`config.mk`:
```
export PLATFORM = sky130hd
export DESIGN_NAME = i2c_master_bit_engine_top
export DESIGN_NICKNAME = d
export VERILOG_FILES = /design/src/design/i2c_mbe_pkg.sv /design/src/design/i2c_master_bit_engine_top.sv
export SDC_FILE = /design/constraint.sdc
export NUM_CORES = 1
export LEC_CHECK = 0
export ABC_AREA = 1
export BUFFER_PORTS_ARGS = -buffer_cell sky130_fd_sc_hd__buf_2
export CAP_MARGIN = 20
export CORE_ASPECT_RATIO = 0.5
export CORE_MARGIN = 8
export CORE_UTILIZATION = 35
export CTS_BUF_LIST = sky130_fd_sc_hd__clkbuf_4 sky130_fd_sc_hd__clkbuf_8
export DETAILED_ROUTE_END_ITERATION = 8
export PLACE_DENSITY_LB_ADDON = 0.25
export SLEW_MARGIN = 20
export SYNTH_ARGS = -nofsm -noshare
export SYNTH_HDL_FRONTEND = slang
export SYNTH_SLANG_ARGS = --single-unit
```
`constraint.sdc`:
```
create_clock -name clk -period 2.42 [get_ports clk]
set_input_delay 0.363 -clock clk [delete_from_list [all_inputs] [get_ports clk]]
set_output_delay 0.363 -clock clk [all_outputs]
set_load 0.01 [all_outputs]
```
`src/design/i2c_mbe_pkg.sv`:
```
// ----------------------------------------------------------------------------
// i2c master bit engine package
// phase codes and command codes shared by the engine and its testbench
// ----------------------------------------------------------------------------
package i2c_mbe_pkg;

	localparam int unsigned TPH_W = 10;

	typedef enum logic [3:0] {
		PH_IDLE    = 4'd0,
		PH_ST_SDA  = 4'd1,
		PH_ST_SCL  = 4'd2,
		PH_RS_HIGH = 4'd3,
		PH_RS_SDA  = 4'd4,
		PH_RS_SCL  = 4'd5,
		PH_WR_HIGH = 4'd6,
		PH_WR_LOW  = 4'd7,
		PH_WA_HIGH = 4'd8,
		PH_WA_LOW  = 4'd9,
		PH_RD_HIGH = 4'd10,
		PH_RD_LOW  = 4'd11,
		PH_RA_HIGH = 4'd12,
		PH_RA_LOW  = 4'd13,
		PH_SP_HIGH = 4'd14,
		PH_SP_REL  = 4'd15
	} phase_t;

	typedef enum logic [2:0] {
		FUNC_START   = 3'd0,
		FUNC_RESTART = 3'd1,
		FUNC_WRITE   = 3'd2,
		FUNC_READ    = 3'd3,
		FUNC_STOP    = 3'd4
	} func_t;

endpackage

```
`src/design/i2c_master_bit_engine_top.sv`:
```
// a beat passes the input register, then the state and result registers
// throughput: one beat per cycle when not stalled, one result per input beat
// the pace is set by the single state update between input and result registers
// output stall backs up into the input register and then into in_stall
// reset: arst_n clears the engine to idle, scl and sda released, hold of one tick
// ----------------------------------------------------------------------------
// i2c master bit engine
// one input beat per bus tick, drives scl and open-drain sda per command
// ----------------------------------------------------------------------------
module i2c_master_bit_engine_top
	import i2c_mbe_pkg::*;
#(
	parameter int unsigned HOLD_COUNT_BITS = 10
) (
	input  logic             clk,
	input  logic             arst_n,
	input  logic             cfg_valid,
	output logic             cfg_ready,
	input  logic [TPH_W-1:0] cfg_data,
	input  logic             in_valid,
	output logic             in_stall,
	input  logic             cmd_valid,
	input  logic [2:0]       func,
	input  logic [6:0]       address,
	input  logic             rw,
	input  logic [7:0]       write_byte,
	input  logic             last_read,
	input  logic             sda_in,
	output logic             out_valid,
	input  logic             out_stall,
	output logic             scl,
	output logic             sda_release,
	output logic             busy_res,
	output logic             done_res,
	output logic             acked,
	output logic [7:0]       read_data,
	output logic             rejected
);

	localparam int unsigned HCB = HOLD_COUNT_BITS;
	localparam int unsigned CW  = ((HCB > TPH_W) ? HCB : TPH_W) + 1;

	// configuration
	logic [TPH_W-1:0] tph_q;

	// input register
	logic       valid_s1;
	logic       cmd_valid_s1;
	logic [2:0] func_s1;
	logic [6:0] address_s1;
	logic       rw_s1;
	logic [7:0] write_byte_s1;
	logic       last_read_s1;
	logic       sda_in_s1;

	// engine state, also the result fields
	phase_t         phase_q, phase_d;
	logic [HCB-1:0] hold_q, hold_d;
	logic [2:0]     bit_idx_q, bit_idx_d;
	logic [7:0]     shift_q, shift_d;
	logic           end_q, end_d;
	logic           scl_q, scl_d;
	logic           sda_q, sda_d;
	logic           ack_q, ack_d;
	logic [7:0]     rx_q, rx_d;
	logic           done_d, rej_d;

	// result register
	logic out_valid_s2;
	logic done_s2;
	logic rej_s2;

	logic           adv;
	logic [HCB-1:0] hold_inc;
	logic [CW-1:0]  cap;
	logic [CW-1:0]  h_len;
	logic           hold_end;
	logic [2:0]     bit_dec;

	assign cfg_ready = 1'b1;
	assign adv       = !out_valid_s2 || !out_stall;
	assign in_stall  = valid_s1 && !adv;

	always_ff @(posedge clk or negedge arst_n) begin
		if (!arst_n) begin
			tph_q <= TPH_W'(1);
		end else if (cfg_valid && cfg_ready) begin
			tph_q <= cfg_data;
		end
	end

	always_ff @(posedge clk or negedge arst_n) begin
		if (!arst_n) begin
			valid_s1 <= 1'b0;
		end else if (!in_stall) begin
			valid_s1 <= in_valid;
		end
	end

	always_ff @(posedge clk) begin
		if (!in_stall && in_valid) begin
			cmd_valid_s1  <= cmd_valid;
			func_s1       <= func;
			address_s1    <= address;
			rw_s1         <= rw;
			write_byte_s1 <= write_byte;
			last_read_s1  <= last_read;
			sda_in_s1     <= sda_in;
		end
	end

	// hold period length, zero acts as one, capped at the counter range
	always_comb begin
		cap = CW'(1) << HCB;
		if (tph_q == '0) begin
			h_len = CW'(1);
		end else begin
			h_len = CW'(tph_q);
		end
		if (h_len > cap) begin
			h_len = cap;
		end
	end

	assign hold_inc = hold_q + HCB'(1);
	assign hold_end = (hold_inc == '0) || (CW'(hold_inc) >= h_len);
	assign bit_dec  = bit_idx_q - 3'd1;

	always_comb begin
		phase_d   = phase_q;
		hold_d    = hold_q;
		bit_idx_d = bit_idx_q;
		shift_d   = shift_q;
		end_d     = end_q;
		scl_d     = scl_q;
		sda_d     = sda_q;
		ack_d     = ack_q;
		rx_d      = rx_q;
		done_d    = 1'b0;
		rej_d     = 1'b0;
		if (phase_q != PH_IDLE) begin
			rej_d  = cmd_valid_s1;
			hold_d = hold_inc;
			if (hold_end) begin
				hold_d = '0;
				unique case (phase_q)
					PH_ST_SDA, PH_RS_SDA: begin
						scl_d   = 1'b0;
						phase_d = (phase_q == PH_ST_SDA) ? PH_ST_SCL : PH_RS_SCL;
					end
					PH_ST_SCL, PH_RS_SCL: begin
						bit_idx_d = 3'd7;
						sda_d     = shift_q[7];
						scl_d     = 1'b1;
						phase_d   = PH_WR_HIGH;
					end
					PH_RS_HIGH: begin
						sda_d   = 1'b0;
						phase_d = PH_RS_SDA;
					end
					PH_WR_HIGH: begin
						scl_d   = 1'b0;
						phase_d = PH_WR_LOW;
					end
					PH_WR_LOW: begin
						scl_d = 1'b1;
						if (bit_idx_q == 3'd0) begin
							sda_d   = 1'b1;
							phase_d = PH_WA_HIGH;
						end else begin
							bit_idx_d = bit_dec;
							sda_d     = shift_q[bit_dec];
							phase_d   = PH_WR_HIGH;
						end
					end
					PH_WA_HIGH: begin
						ack_d   = !sda_in_s1;
						scl_d   = 1'b0;
						phase_d = PH_WA_LOW;
					end
					PH_RD_HIGH: begin
						shift_d = {shift_q[6:0], sda_in_s1};
						scl_d   = 1'b0;
						phase_d = PH_RD_LOW;
					end
					PH_RD_LOW: begin
						scl_d = 1'b1;
						if (bit_idx_q == 3'd0) begin
							rx_d    = shift_q;
							sda_d   = end_q;
							phase_d = PH_RA_HIGH;
						end else begin
							bit_idx_d = bit_dec;
							phase_d   = PH_RD_HIGH;
						end
					end
					PH_RA_HIGH: begin
						scl_d   = 1'b0;
						phase_d = PH_RA_LOW;
					end
					PH_WA_LOW, PH_RA_LOW: begin
						sda_d   = 1'b1;
						phase_d = PH_IDLE;
						done_d  = 1'b1;
					end
					PH_SP_HIGH: begin
						sda_d   = 1'b1;
						phase_d = PH_SP_REL;
					end
					default: begin
						phase_d = PH_IDLE;
						done_d  = 1'b1;
					end
				endcase
			end
		end else if (cmd_valid_s1) begin
			hold_d = '0;
			unique case (func_s1)
				FUNC_START: begin
					shift_d = {address_s1, rw_s1};
					sda_d   = 1'b0;
					phase_d = PH_ST_SDA;
				end
				FUNC_RESTART: begin
					shift_d = {address_s1, rw_s1};
					sda_d   = 1'b1;
					scl_d   = 1'b1;
					phase_d = PH_RS_HIGH;
				end
				FUNC_WRITE: begin
					shift_d   = write_byte_s1;
					bit_idx_d = 3'd7;
					sda_d     = write_byte_s1[7];
					scl_d     = 1'b1;
					phase_d   = PH_WR_HIGH;
				end
				FUNC_READ: begin
					shift_d   = 8'd0;
					bit_idx_d = 3'd7;
					end_d     = last_read_s1;
					sda_d     = 1'b1;
					scl_d     = 1'b1;
					phase_d   = PH_RD_HIGH;
				end
				FUNC_STOP: begin
					sda_d   = 1'b0;
					scl_d   = 1'b1;
					phase_d = PH_SP_HIGH;
				end
				default: begin
					hold_d = hold_q;
					rej_d  = 1'b1;
				end
			endcase
		end
	end

	always_ff @(posedge clk or negedge arst_n) begin
		if (!arst_n) begin
			phase_q      <= PH_IDLE;
			hold_q       <= '0;
			bit_idx_q    <= 3'd0;
			shift_q      <= 8'd0;
			end_q        <= 1'b0;
			scl_q        <= 1'b1;
			sda_q        <= 1'b1;
			ack_q        <= 1'b0;
			rx_q         <= 8'd0;
			out_valid_s2 <= 1'b0;
			done_s2      <= 1'b0;
			rej_s2       <= 1'b0;
		end else if (adv) begin
			out_valid_s2 <= valid_s1;
			if (valid_s1) begin
				phase_q   <= phase_d;
				hold_q    <= hold_d;
				bit_idx_q <= bit_idx_d;
				shift_q   <= shift_d;
				end_q     <= end_d;
				scl_q     <= scl_d;
				sda_q     <= sda_d;
				ack_q     <= ack_d;
				rx_q      <= rx_d;
				done_s2   <= done_d;
				rej_s2    <= rej_d;
			end
		end
	end

	assign out_valid   = out_valid_s2;
	assign scl         = scl_q;
	assign sda_release = sda_q;
	assign busy_res    = (phase_q != PH_IDLE);
	assign done_res    = done_s2;
	assign acked       = ack_q;
	assign read_data   = rx_q;
	assign rejected    = rej_s2;

`ifndef SYNTHESIS
	// a finished command leaves the engine idle
	a_done_idle: assert property (@(posedge clk) disable iff (!arst_n)
		(out_valid && done_res) |-> !busy_res)
		else $error("done reported while still busy");

	// an idle engine keeps a cleared hold counter
	a_idle_hold: assert property (@(posedge clk) disable iff (!arst_n)
		(phase_q == PH_IDLE) |-> (hold_q == '0))
		else $error("hold counter not cleared while idle");

	// input side stalls only behind a stalled result
	a_stall_cause: assert property (@(posedge clk) disable iff (!arst_n)
		in_stall |-> (out_valid && out_stall))
		else $error("input stalled without a stalled result");

	// scl is low while the acknowledge low phase runs
	a_ack_low: assert property (@(posedge clk) disable iff (!arst_n)
		(phase_q == PH_WA_LOW || phase_q == PH_RA_LOW) |-> !scl_q)
		else $error("scl high in acknowledge low phase");
`endif

endmodule

```
==> results of run 1 <==
==> sequential cells by signal, indices dropped and copies added, names as in the netlist, 3 cells and up <==
name           count
tph_q             10
address_s1         7
phase_q            4
func_s1            3
read_data          8
write_byte_s1      8
hold_q            10
shift_q            8
bit_idx_q          3
==> worst paths after layout <==
path                       startpoint      endpoint  slack, ns  depth (start not counted)
min reg2reg                       scl           scl       0.46                          2
min                           func[1]    func_s1[1]       0.17                          1
max reg2reg                 hold_q[1]  read_data[4]      -0.11                         15
min in group asynchronous      arst_n  read_data[3]       0.48                          2
max                         hold_q[1]  read_data[4]      -0.11                         15
max in group asynchronous      arst_n   sda_release       1.25                          3
==> worst register-to-register path, cell delays in order (launching register included) <==
cell and delay [ns]:
dfrtp_1 0.43, buf_6 0.13, nand3_4 0.09, nor2_4 0.14
nand2_2 0.09, xor2_2 0.17, inv_2 0.07, ha_4 0.28
nand4_1 0.16, nor3_2 0.23, nor2_4 0.08, buf_6 0.13
nand2_8 0.07, nand3_4 0.16, nand2_2 0.13, o21ai_2 0.05
==> stage by stage <==
step                util [%]  cell area [µm²]  cells
CTS                     44.8             5190    739
floorplan                  -             4090    479
global placement        40.6             4710    714
detailed placement      40.6             4710    714
global route            46.5             5390    749
finish                  46.5             5390    749
==> where the power goes <==
part	internal (mW)	switching, mW
sequential	1.54	0.312
clock	0.487	0.530
combinational	1.33	1.81
==> cell usage in the layout, fill, tap and decap left out, types with 16 or more instances in the layout <==
cell,netlist,routed
o21ai_0,27,24
nand2_2,9,27
buf_4,3,36
edfxtp_1,22,22
inv_1,54,51
nor2_1,29,27
buf_2,1,52
dfrtp_1,48,47
nand4_1,16,16
nand2_1,142,120
==> metal layers <==
layer	GRT usage, %	vias up	part of all wire [%]
li1	-	1784	-
met1	23.9	1687	53
met2	19.2	127	38
met3	5.77	18	8.3
met4	3.39	0	1.3
met5	0	-	0
==> area by class of cell <==
type                       instances  area [µm²]
sequential                        73        1940
tap                              165         206
clock buffer                       9         124
fill                            1117        6200
timing repair buffer              99         662
clock inverter                     7        78.8
multi-input combinational        335        2150
inverter                          61         231
==> cells by family after synthesis <==
| family | Yosys count | share of synthesized area (%) |
|---|---|---|
| AO/OA/AOI/OAI | 78 | 11.8 |
| flip-flops | 73 | 47.5 |
| other | 1 | 0.0917 |
| adder cells (fa/ha/maj) | 13 | 3.98 |
| buffers and inverters | 72 | 7.62 |
| XOR/XNOR | 3 | 0.827 |
| AND/OR/NAND/NOR | 239 | 28.2 |
==> timing repair <==
item,in CTS,in global routing
hold buffers,1,0
gates cloned,1,0
pin swaps,21,21
endpoints found under the setup margin,37,37
gates resized for setup,43,32
buffers inserted,7,10
endpoints found under the hold margin,15,0
==> results.md, run 1 <==
Timing:
- The slew at the pin closest to its max-slew limit is 0.595 ns.
- After layout, the worst setup slack is -0.108 ns.
- The tightest hold path in the finished design has a slack of 0.170 ns.
- Of the available clock period, the critical path in the final layout requires 104%.
- Setup repair after global routing could not meet its margin everywhere.
- Counting I/O delays and the setup requirement, the final critical path takes 2.53 ns.
- The worst clock skew on the final layout is 0.0132 ns.
- The max-slew violation total from the final report is 0.
- Setup total negative slack on the finished layout was measured at -1.78 ns.
- Headroom to the max-slew limit came out at approximately 60%.
- The final number of hold-violating endpoints is 0.
- Setup violations remaining at the end of the flow were counted as 28.
- The highest attainable clock frequency is 0.396 GHz.

Floorplan:
- The total I/O pin count is 54.
- The area of the placeable core is around 12,000 µm².
- The die is just over 90 µm tall.
- Once the floorplan was initialized, standard cells occupied roughly a third of the core.
- The floorplan die width is 169 µm.
- The floorplan step defined a die boundary enclosing around 16,000 µm².
- The number of rows created at floorplan is 28.

Setup path:
- The cell with the largest stage delay on the worst path is dfrtp_1.
- In this run the worst path has a maximum fanout of 8.
- Broken down by cell family, the worst path's largest delay share belongs to simple AND/OR/NAND/NOR gates.
- Traced cell by cell, the critical path runs through buf_6 -> nand3_4 -> nor2_4 -> nand2_2 -> xor2_2 -> inv_2 -> ha_4 -> nand4_1 -> nor3_2 -> nor2_4 -> buf_6 -> nand2_8 -> nand3_4 -> nand2_2 -> o21ai_2.
- At the worst endpoint, the required time is roughly 2.7 ns.
- The worst stage delay on the critical path is about 0.43 ns.
- STA classifies the critical path startpoint as a register.
- The data arrival time of the worst path is about 2.8 ns.
- The kind of end point of the critical path is a register.
- The number of buffer and inverter instances along the worst setup path is 3.
- The class of the most critical setup path is reg -> reg.

Yosys:
- The synthesized cell area is between 4000 and 5000 µm².
- The sequential fraction of the synthesis area is between 40% and 50%.
- Summed over all instances, the cell type with the most area after synthesis is dfrtp_1.
- By area the synthesized netlist is led by dfrtp_1, edfxtp_1, nand2_1, inv_1, ha_1.
- The instance count of the mapped netlist is approximately 480.
- The primary flip-flop cell chosen by synthesis mapping is dfrtp_1.
- The netlist uses 44 different library cells.
- Summed over its instances, the top area cell type makes up ~29% of the synthesized netlist area.
- The fraction of registers with async set/reset is a little over two thirds.
- In this run, synthesis inferred 22 flip-flops with an integrated enable.
- After synthesis the netlist holds a flip-flop and latch count of 73.
- The post-synthesis area per instance is around 8.5 µm².
- Among all cell types in the netlist, the one instantiated most often is nand2_1.
- Yosys printed 0 warnings.
- The number of nets handed over by synthesis was ~530.
- The commonest cells after synthesis are nand2_1, inv_1, dfrtp_1.

Power and ir drop:
- The leakage dissipation is 2.56 nW.
- The post-layout total power is approximately 6.0 mW.
- In this run the power density over the cells is between 1000 and 1500 nW/µm².
- Across the VDD grid, the largest voltage drop is approximately 0.48 mV.

Clock network:
- The clock-pin slew on the worst setup and hold paths is 0.09 ns.
- The maximum number of buffers from clock root to sink is 2.
- In this run the number of H-tree levels came out at 3.
- The TritonCTS clock tree is yes.
- In this run, CTS created clock tree buffers numbering 9.
- The insertion delay to the later sink of the worst-skew pair is 0.37 ns.
- The clock sink count is between 70 and 80.
- CTS placed an instance of clkbuf_8 at the clock tree root.

Drt:
- For this run, design rule violations remaining after detail routing come to 0.
- The average routed wire per standard cell is around 16 µm.
- The total wirelength of the detailed-routed design is ~12,000 µm.
- The per-cell via count in the routed design is about 4.8.
- The number of iterations in the first detailed-routing pass is 5.
- The count of nets left with antenna violations once routing finished came out at 0.
- The number of vias in the routed layout is 3,616.
- The number of DRC violations after detailed-routing iteration 0 is roughly 320.

Job:
- The tool flagged a number of max-cap violations equal to 0.

Place:
- The setup slack at placement is -0.231 ns.
- The HPWL reported at the end of detailed placement is 8550 µm.
- The final weighted congestion of routability-driven global placement is about 0.94.
- The count of port buffers added during placement is 52.

Global route:
- The via count of the first global-routing pass came to 3,517.
- The first global-routing pass estimated 18,800 µm of wire.
- The initial antenna violation count came to 0.
- The total overflow reported by the global router is 0.
- Entering global routing, the biggest net connects 27 pins.
- Global routing used between 10% and 20% of the available tracks.

Layout:
- The ratio of cells with drive above 1 in the final layout is between 30 and 40%.
- The final net count is roughly 630.
- The repair_antennas step left the layout with diodes totalling 0.
- The layout-stage area growth over the synthesis result is 32.0%.

Run status:
- The checks that failed: setup timing.
- The run finished, with violations left.

Worst hold path:
- The class of the tightest hold or removal check is in -> reg.
No activity file was read; power rests on OpenSTA's default activity.
==> run 2: changes to the inputs <==
- SKIP_LAST_GASP: not set -> 1
==> run 2 against run 1 <==
  * The run still ends with setup timing left
  * Non-clock buffer count stayed put
  * Cell count is the same
  * Register-to-register slack about the same
  * Count of clock-buffer cells in the layout did not move
  * Critical path depth unchanged
  * Sequential share of layout area is 0.092 points higher
  * Flip-flop and latch count unchanged
  * Clock skew about the same
  * Critical path type unchanged
  * Largest cell class unchanged
==> results.md, run 2 (synthesis gave the netlist of run 1 again) <==
Floorplan:
- The floorplan die height is 92.4 µm (unchanged).
- The area of the placeable core is 11,600 µm² (unchanged).
- The total I/O pin count was 54 (unchanged).
- The initial core utilization came to 35.3% (unchanged).
- The floorplan die width is 169 µm (unchanged).
- The area of the die is 15,600 µm² (unchanged).
- The number of rows created at floorplan is 28 (unchanged).

Power and ir drop:
- The maximum VDD drop is 0.466 mV (was 0.478 mV).
- The internal power component is 3.33 mW (was 3.36 mW).
- The part of the total power dissipated in the clock network is 17.0% (was 16.9%).
- The fraction of power consumed by sequential logic is 31.1% (was 30.9%).
- The combinational fraction of design power is 51.8% (was 52.2%).
- The leakage dissipation came to 2.56 nW (about the same).
- The power density of the placed cells is 1110 nW/µm² (about the same).
- The switching part of the total power was 44.1% (about the same).
- The net switching power was 2.63 mW (was 2.65 mW).

Layout:
- The post-route standard cell area excluding fillers is 5380 µm² (was 5390 µm²).
- The register area is 1940 µm² (unchanged).
- Registers with the most flip-flops: hold_q: 10 flops, tph_q: 10 flops (unchanged).
- The most common library cell in the layout ignoring fill and taps is nand2_1 (unchanged).
- The multi-input gate area in the final layout is 2150 µm² (about the same).
- The ratio of cells with drive above 1 in the final layout was 36.1% (was 36.3%).
- The core occupancy in the finished layout is 46.4% (was 46.5%).
- The count of fill cells added during filler insertion is 1,118 (was 1,117).
- Commonest non-fill, non-tap cells in the layout: nand2_1, buf_2, inv_1 (unchanged).
- The layout-stage area growth over the synthesis result is 31.6% (was 32.0%).
- The antenna diode count is 0 (unchanged).
- The final net count is 629 (unchanged).

Global route:
- The total overflow reported by the global router is 0 (unchanged).
- The global-route wire length before repair was 18,800 µm (unchanged).
- The pin count of the biggest net entering global routing came to 27 (unchanged).
- The total global routing track utilization is 15.4% (unchanged).
- The via count of the first global-routing pass came to 3,517 (unchanged).
- The initial antenna violation count came to 0 (unchanged).

Timing:
- The slew at the pin closest to its max-slew limit is 0.580 ns (was 0.595 ns).
- The final worst-path cycle share is 104% (about the same).
- The final number of hold-violating endpoints is 0 (unchanged).
- The minimum period implied by the final worst setup slack is 2.53 ns (about the same).
- RSZ-0062 raised after global routing: true (unchanged).
- The worst-case setup margin in the final layout is -0.108 ns (about the same).
- The max-slew violation total from the final report came to 0 (unchanged).
- The worst relative slew slack was 61.2% (was 60.2%).
- The highest attainable clock frequency is 0.396 GHz (about the same).
- The worst clock skew on the final layout is 0.0128 ns (was 0.0132 ns).
- The final count of negative-setup-slack endpoints is 28 (unchanged).

Place:
- The HPWL reported at the end of detailed placement is 8550 µm (unchanged).
- The count of port buffers added during placement was 52 (unchanged).
- The final weighted congestion of routability-driven global placement was 0.940 (unchanged).
- The cell area after placement was 4710 µm² (unchanged).

Worst hold path:
- The depth of the worst hold-timing path is 1 (unchanged).
- The class of the tightest hold or removal check was in -> reg (unchanged).

Setup path:
- The cell depth of the worst flop-to-flop path was 15 (unchanged).
- The required time reported for the critical path endpoint is 2.67 ns (about the same).
- The data arrival time of the worst path is 2.78 ns (about the same).
- The largest fanout on the critical path is 8 (unchanged).
- The sort of element at the start of the critical path is a register (unchanged).
- The cell with the largest stage delay on the worst path is dfrtp_1 (unchanged).
- The kind of end point of the critical path is a register (unchanged).
- Worst-path cell chain: buf_6 -> nand3_4 -> nor2_4 -> nand2_2 -> xor2_2 -> inv_2 -> ha_4 -> nand4_1 -> nor3_2 -> nor2_4 -> buf_6 -> nand2_8 -> nand3_4 -> nand2_2 -> o21ai_2 (unchanged).
- The class of the most critical setup path is reg -> reg (unchanged).
- The worst stage delay on the critical path was 0.43 ns (about the same).

Drt:
- The number of vias in the routed layout came to 3,587 (was 3,616).
- The number of DRC violations after detailed-routing iteration 0 came to 317 (was 315).
- The average routed wire per standard cell is 15.7 µm (about the same).
- The number of routed nets with antenna violations came to 0 (unchanged).
- The number of iterations in the first detailed-routing pass is 8 (was 5).
- The per-cell via count in the routed design is 4.79 (was 4.83).
- The total wirelength of the detailed-routed design is 11,700 µm (was 11,800 µm).
- The remaining design rule violation count is 0 (unchanged).

Clock network:
- The insertion delay to the later sink of the worst-skew pair is 0.37 ns (about the same).
- The clock-pin slew on the worst setup and hold paths came to 0.09 ns (about the same).
- The TritonCTS clock tree is yes (unchanged).
- The root cell of the clock tree is clkbuf_8 (unchanged).
- The deepest level of the CTS H-tree is 3 (unchanged).
- The clock sink count is 73 (unchanged).
- The maximum number of buffers from clock root to sink is 2 (unchanged).
- The total clock buffers created by CTS was 9 (unchanged).

Run status:
- Outcome: finished with violations (unchanged).
- Violations in the final reports: setup timing (unchanged).

Job:
- The max-capacitance violation count came to 0 (unchanged).
## run 2: metrics by stage
step	cells	power, mW	setup WS, ns	setup TNS [ns]	hold slack (ns)
floorplan	479	3.52	0.0133	0	0.0674
global placement	714	4.26	-0.165	-4.39	0.356
detailed placement	714	4.30	-0.231	-6.51	0.358
CTS	739	5.58	-0.0810	-1.02	0.153
global route	749	6.41	-0.247	-7.24	0.144
finish	749	5.96	-0.108	-1.71	0.170
## run 2: worst max-delay path, delay by kind of cell (launching register included)
family | cells | cell delay (ns)
simple gates | 9 | 1.14
xor+xnor | 1 | 0.17
buf+inv | 3 | 0.33
flops | 1 | 0.43
fa+ha+maj | 1 | 0.28
compound gates | 1 | 0.05
## run 2: path summary, 6_finish.rpt
check	from	slack [ns]	to
worst max-delay path	hold_q[1]	-0.11	read_data[4]
worst max register to register	hold_q[1]	-0.11	read_data[4]
worst min-delay path	func[1]	0.17	func_s1[1]
min in group asynchronous	arst_n	0.49	read_data[3]
max in group asynchronous	arst_n	1.25	sda_release
worst min register to register	scl	0.46	scl
## run 2: repair_timing
action,CTS,global route
hold buffers,1,0
resized for setup,43,28
gates cloned,1,0
setup buffers,7,10
pin swaps,21,21
endpoints found under the hold margin,15,0
endpoints found under the setup margin,37,37
## run 2: layer usage
layer	wire [µm]	global-route usage (%)	part of all wire (%)	vias to the layer above
li1	-	-	-	1781
met1	6220	23.9	53	1664
met2	4430	19.2	38	122
met3	932	5.77	7.9	20
met4	159	3.39	1.4	0
met5	0	0	0	-
## run 2: power groups by stage
stage	Combinational, mW	Sequential (mW)	Clock [mW]
2_1_floorplan	1.75	1.76	0
3_3_place_gp	2.42	1.84	0
3_5_place_dp	2.45	1.85	0
4_1_cts	2.69	1.83	1.06
5_1_grt	3.41	1.88	1.11
6_report	3.09	1.86	1.02
## run 2: area by class of cell
cell class | instances | share of cell area [%]
Inverter | 61 | 4.30
Multi-Input combinational cell | 335 | 39.9
Clock inverter | 7 | 1.47
Sequential cell | 73 | 36.1
Clock buffer | 9 | 2.30
Tap cell | 165 | 3.84
Timing Repair Buffer | 99 | 12.1
==> run 3: changes to the inputs <==
--- a/config.mk
+++ b/config.mk
@@ -7,3 +7,3 @@
 export LEC_CHECK = 0
-export ABC_AREA = 1
+export ABC_AREA = 0
 export BUFFER_PORTS_ARGS = -buffer_cell sky130_fd_sc_hd__buf_2
==> constraint.sdc (replaced) <==
create_clock -name clk -period 2.42 [get_ports clk]
set_input_delay 0.121 -clock clk [delete_from_list [all_inputs] [get_ports clk]]
set_output_delay 0.121 -clock clk [all_outputs]
set_load 0.01 [all_outputs]
==> run 3 against run 2 <==
  * Largest cell class is now sequential cells
  * Via count down 11%
  * Synthesized cell count down 23%
  * Flip-flop and latch count unchanged
  * Clock skew down 0.0053 ns
  * The flow still finishes with violations (setup timing)
  * Die area down 3.3%
  * First-iteration DRC count down 42%
  * Largest power group unchanged
==> results.md, run 3 <==
Timing:
- The worst clock skew on the final layout is 0.00750 ns (was 0.0128 ns).
- RSZ-0062 raised after global routing: true (unchanged).
- The slew at the pin closest to its max-slew limit is 0.644 ns (was 0.580 ns).
- The final number of hold-violating endpoints is 0 (unchanged).
- The max-slew violation total from the final report is 0 (unchanged).
- The minimum period implied by the final worst setup slack is 2.73 ns (was 2.53 ns).
- The worst relative slew slack is 57.1% (was 61.2%).
- The worst-case setup margin in the final layout is -0.308 ns (was -0.108 ns).
- The final worst-path cycle share is 113% (was 104%).
- The highest attainable clock frequency is 0.367 GHz (was 0.396 GHz).
- The summed negative setup slack over all endpoints came to -7.31 ns (was -1.71 ns).
- The final count of negative-setup-slack endpoints came to 37 (was 28).

Yosys:
- The primary flip-flop cell chosen by synthesis mapping is dfrtp_1 (unchanged).
- The cell type with the highest aggregate area in the netlist is dfrtp_1 (unchanged).
- The sequential fraction of the synthesis area is 49.3% (was 47.5%).
- The post-synth net total is 420 (was 529).
- The portion of synthesized cell area occupied by the leading cell type is 30.5% (was 29.4%).
- The number of flops mapped to enable cells by yosys is 22 (unchanged).
- Top area cells in the synthesized netlist: dfrtp_1, edfxtp_1, mux2_2, ha_1, o21ai_0 (was dfrtp_1, edfxtp_1, nand2_1, inv_1, ha_1).
- The flip-flop and latch count after synthesis is 73 (unchanged).
- The post-synthesis cell type count is 59 (was 44).
- The cell with the most instances after synthesis is dfrtp_1 (was nand2_1).
- The synthesized cell area is 3930 µm² (was 4090 µm²).
- The number of warnings issued by yosys came to 0 (unchanged).
- The fraction of registers with async set/reset is 69.9% (unchanged).
- The instance count of the mapped netlist is 370 (was 479).
- The post-synthesis area per instance came to 10.6 µm² (was 8.53 µm²).
- Top cell types by occurrence after synthesis: dfrtp_1, nand2_1, o21ai_0 (was nand2_1, inv_1, dfrtp_1).

Global route:
- The initial antenna violation count is 0 (unchanged).
- The global-route wire length before repair is 15,900 µm (was 18,800 µm).
- The total global routing track utilization is 12.8% (was 15.4%).
- The met1 global-route usage was 16.4% (was 23.9%).
- The global routing usage on met2 is 20.6% (was 19.2%).
- The pin count of the biggest net entering global routing is 26 (was 27).
- The busiest metal layer after global routing is met2 (was met1).
- The via count of the first global-routing pass is 3,260 (was 3,517).
- The total overflow reported by the global router is 0 (unchanged).
- The met3 layer usage reported by global route was 3.54% (was 5.77%).

Power and ir drop:
- The fraction of power consumed by sequential logic is 37.6% (was 31.1%).
- The maximum VDD drop is 0.390 mV (was 0.466 mV).
- The switching part of the total power came to 36.0% (was 44.1%).
- The internal power component came to 2.88 mW (was 3.33 mW).
- The net switching power came to 1.62 mW (was 2.63 mW).
- The leakage dissipation is 2.41 nW (was 2.56 nW).
- The post-layout total power was 4.49 mW (was 5.96 mW).
- The combinational fraction of design power is 42.9% (was 51.8%).
- The power density of the placed cells is 841 nW/µm² (was 1110 nW/µm²).
- The part of the total power dissipated in the clock network is 19.5% (was 17.0%).

Place:
- The setup slack at placement is -0.401 ns (was -0.231 ns).
- The final weighted congestion of routability-driven global placement came to 0.828 (was 0.940).
- The count of port buffers added during placement is 52 (unchanged).
- The HPWL reported at the end of detailed placement was 6540 µm (was 8550 µm).

Clock network:
- The insertion delay to the later sink of the worst-skew pair is 0.35 ns (was 0.37 ns).
- The clock sink count is 73 (unchanged).
- The maximum number of buffers from clock root to sink was 2 (unchanged).
- The root cell of the clock tree is clkbuf_8 (unchanged).
- The TritonCTS clock tree is yes (unchanged).
- The total clock buffers created by CTS was 9 (unchanged).
- The deepest level of the CTS H-tree is 3 (unchanged).
- The clock-pin slew on the worst setup and hold paths is 0.07 ns (was 0.09 ns).

Setup path:
- The sort of element at the start of the critical path is a register (unchanged).
- The required time reported for the critical path endpoint is 2.66 ns (was 2.67 ns).
- The cell depth of the worst flop-to-flop path is 11 (was 15).
- The largest fanout on the critical path is 8 (unchanged).
- The kind of end point of the critical path is a register (unchanged).
- The data arrival time of the worst path is 2.97 ns (was 2.78 ns).
- The class of the most critical setup path is reg -> reg (unchanged).

Layout:
- The multi-input gate area in the final layout is 1940 µm² (was 2150 µm²).
- The antenna diode count is 0 (unchanged).
- The most common library cell in the layout ignoring fill and taps is buf_2 (was nand2_1).
- Commonest non-fill, non-tap cells in the layout: buf_2, buf_4, dfrtp_1 (was nand2_1, buf_2, inv_1).
- The register area is 1940 µm² (about the same).
- The count of fill cells added during filler insertion is 972 (was 1,118).
- The final net count is 548 (was 629).
- Registers with the most flip-flops: hold_q: 10 flops, tph_q: 10 flops (unchanged).
- The ratio of cells with drive above 1 in the final layout is 35.2% (was 36.1%).
- The layout-stage area growth over the synthesis result is 35.8% (was 31.6%).

Floorplan:
- The floorplan die width is 166 µm (was 169 µm).
- The total I/O pin count is 54 (unchanged).
- The floorplan die height is 91.0 µm (was 92.4 µm).
- The area of the placeable core is 11,000 µm² (was 11,600 µm²).
- The number of rows created at floorplan was 27 (was 28).
- The area of the die is 15,100 µm² (was 15,600 µm²).
- The initial core utilization is 35.8% (was 35.3%).

Drt:
- The number of DRC violations after detailed-routing iteration 0 was 184 (was 317).
- The average routed wire per standard cell came to 14.5 µm (was 15.7 µm).
- The number of vias in the routed layout was 3,203 (was 3,587).
- The number of routed nets with antenna violations was 0 (unchanged).
- The remaining design rule violation count is 0 (unchanged).
- The per-cell via count in the routed design is 4.94 (was 4.79).
- The number of iterations in the first detailed-routing pass was 6 (was 8).
- The total wirelength of the detailed-routed design was 9380 µm (was 11,700 µm).

Run status:
- Violations in the final reports: setup timing (unchanged).
- Outcome: finished with violations (unchanged).

Job:
- The max-capacitance violation count is 0 (unchanged).

Worst hold path:
- The depth of the worst hold-timing path is 3 (was 1).
- The class of the tightest hold or removal check was in -> reg (unchanged).
## run 3: cell types whose count changed after synthesis, sizes merged, moves of 15 or more
cell   previous run  this run
nor2             39        16
mux2              0        26
inv              61        15
nand2           153        36
a21oi            12        27
## run 3: stage by stage
| step | utilization [%] | std cells | area (µm²) | hold WS (ns) |
|---|---|---|---|---|
| floorplan | - | 370 | 3970 | -0.175 |
| detailed placement | 42.3 | 589 | 4650 | 0.200 |
| finish | 48.6 | 648 | 5340 | 0.150 |
| CTS | 48.6 | 650 | 5330 | 0.124 |
| global placement | 42.3 | 589 | 4650 | 0.188 |
| global route | 48.6 | 648 | 5340 | 0.150 |
## run 3: worst max-delay path: stages (launching register included)
cell and delay [ns]:
dfrtp_2 0.45, ha_4 0.20, nand2_4 0.06, nor2_2 0.03
xor2_1 0.15, ha_1 0.31, nand2_1 0.06, o21ai_1 0.12
o21bai_4 0.15, a41oi_4 0.14, or4b_4 0.61, mux2_4 0.33
## run 3: logic make-up after synthesis
group,synth area share (%)
adders and majority gates,4.14
and+or+nand+nor,14.8
AOI/OAI and AO/OA,15.5
xor gates and xnor gates,2.23
DFF,49.3
other,0.0954
muxes,9.86
buffers and inverters,4.04
## run 3: worst paths after layout
kind                       slack, ns            to          from
max                            -0.31  read_data[2]     hold_q[0]
min                             0.15      tph_q[1]     cfg_valid
max reg2reg                    -0.31  read_data[2]     hold_q[0]
min reg2reg                     0.49         end_q  last_read_s1
max in group asynchronous       1.47   sda_release        arst_n
min in group asynchronous       0.31    shift_q[5]        arst_n
## run 3: routing by layer
metal	wire, µm	vias to the layer above
li1	-	1605
met1	4430	1519
met2	4390	69
met3	415	10
met4	142	0
met5	0	-
## run 3: cell type report
type / instances / share of cell area (%)
Sequential cell: 73 / 36.4
Multi-Input combinational cell: 259 / 36.3
Timing Repair Buffer: 139 / 19.3
Tap cell: 145 / 3.40
Clock buffer: 14 / 3.14
Inverter: 16 / 1.12
Clock inverter: 2 / 0.281
## run 3: what timing repair did
| action | 4_1_cts | 5_1_grt |
|---|---|---|
| setup buffers | 10 | 1 |
| hold endpoints to repair | 56 | 0 |
| gates resized for setup | 18 | 10 |
| cloned | 0 | 0 |
| endpoints found under the setup margin | 37 | 37 |
| pin swaps | 3 | 7 |
| hold buffers | 35 | 0 |
## run 3: power groups by stage
stage | Sequential [mW] | Clock (mW) | Combinational [mW]
after floorplan | 1.67 | 0 | 1.21
after global placement | 1.71 | 0 | 1.71
after detailed placement | 1.72 | 0 | 1.72
after CTS | 1.68 | 0.919 | 1.91
after global routing | 1.72 | 0.971 | 2.14
final | 1.69 | 0.877 | 1.93
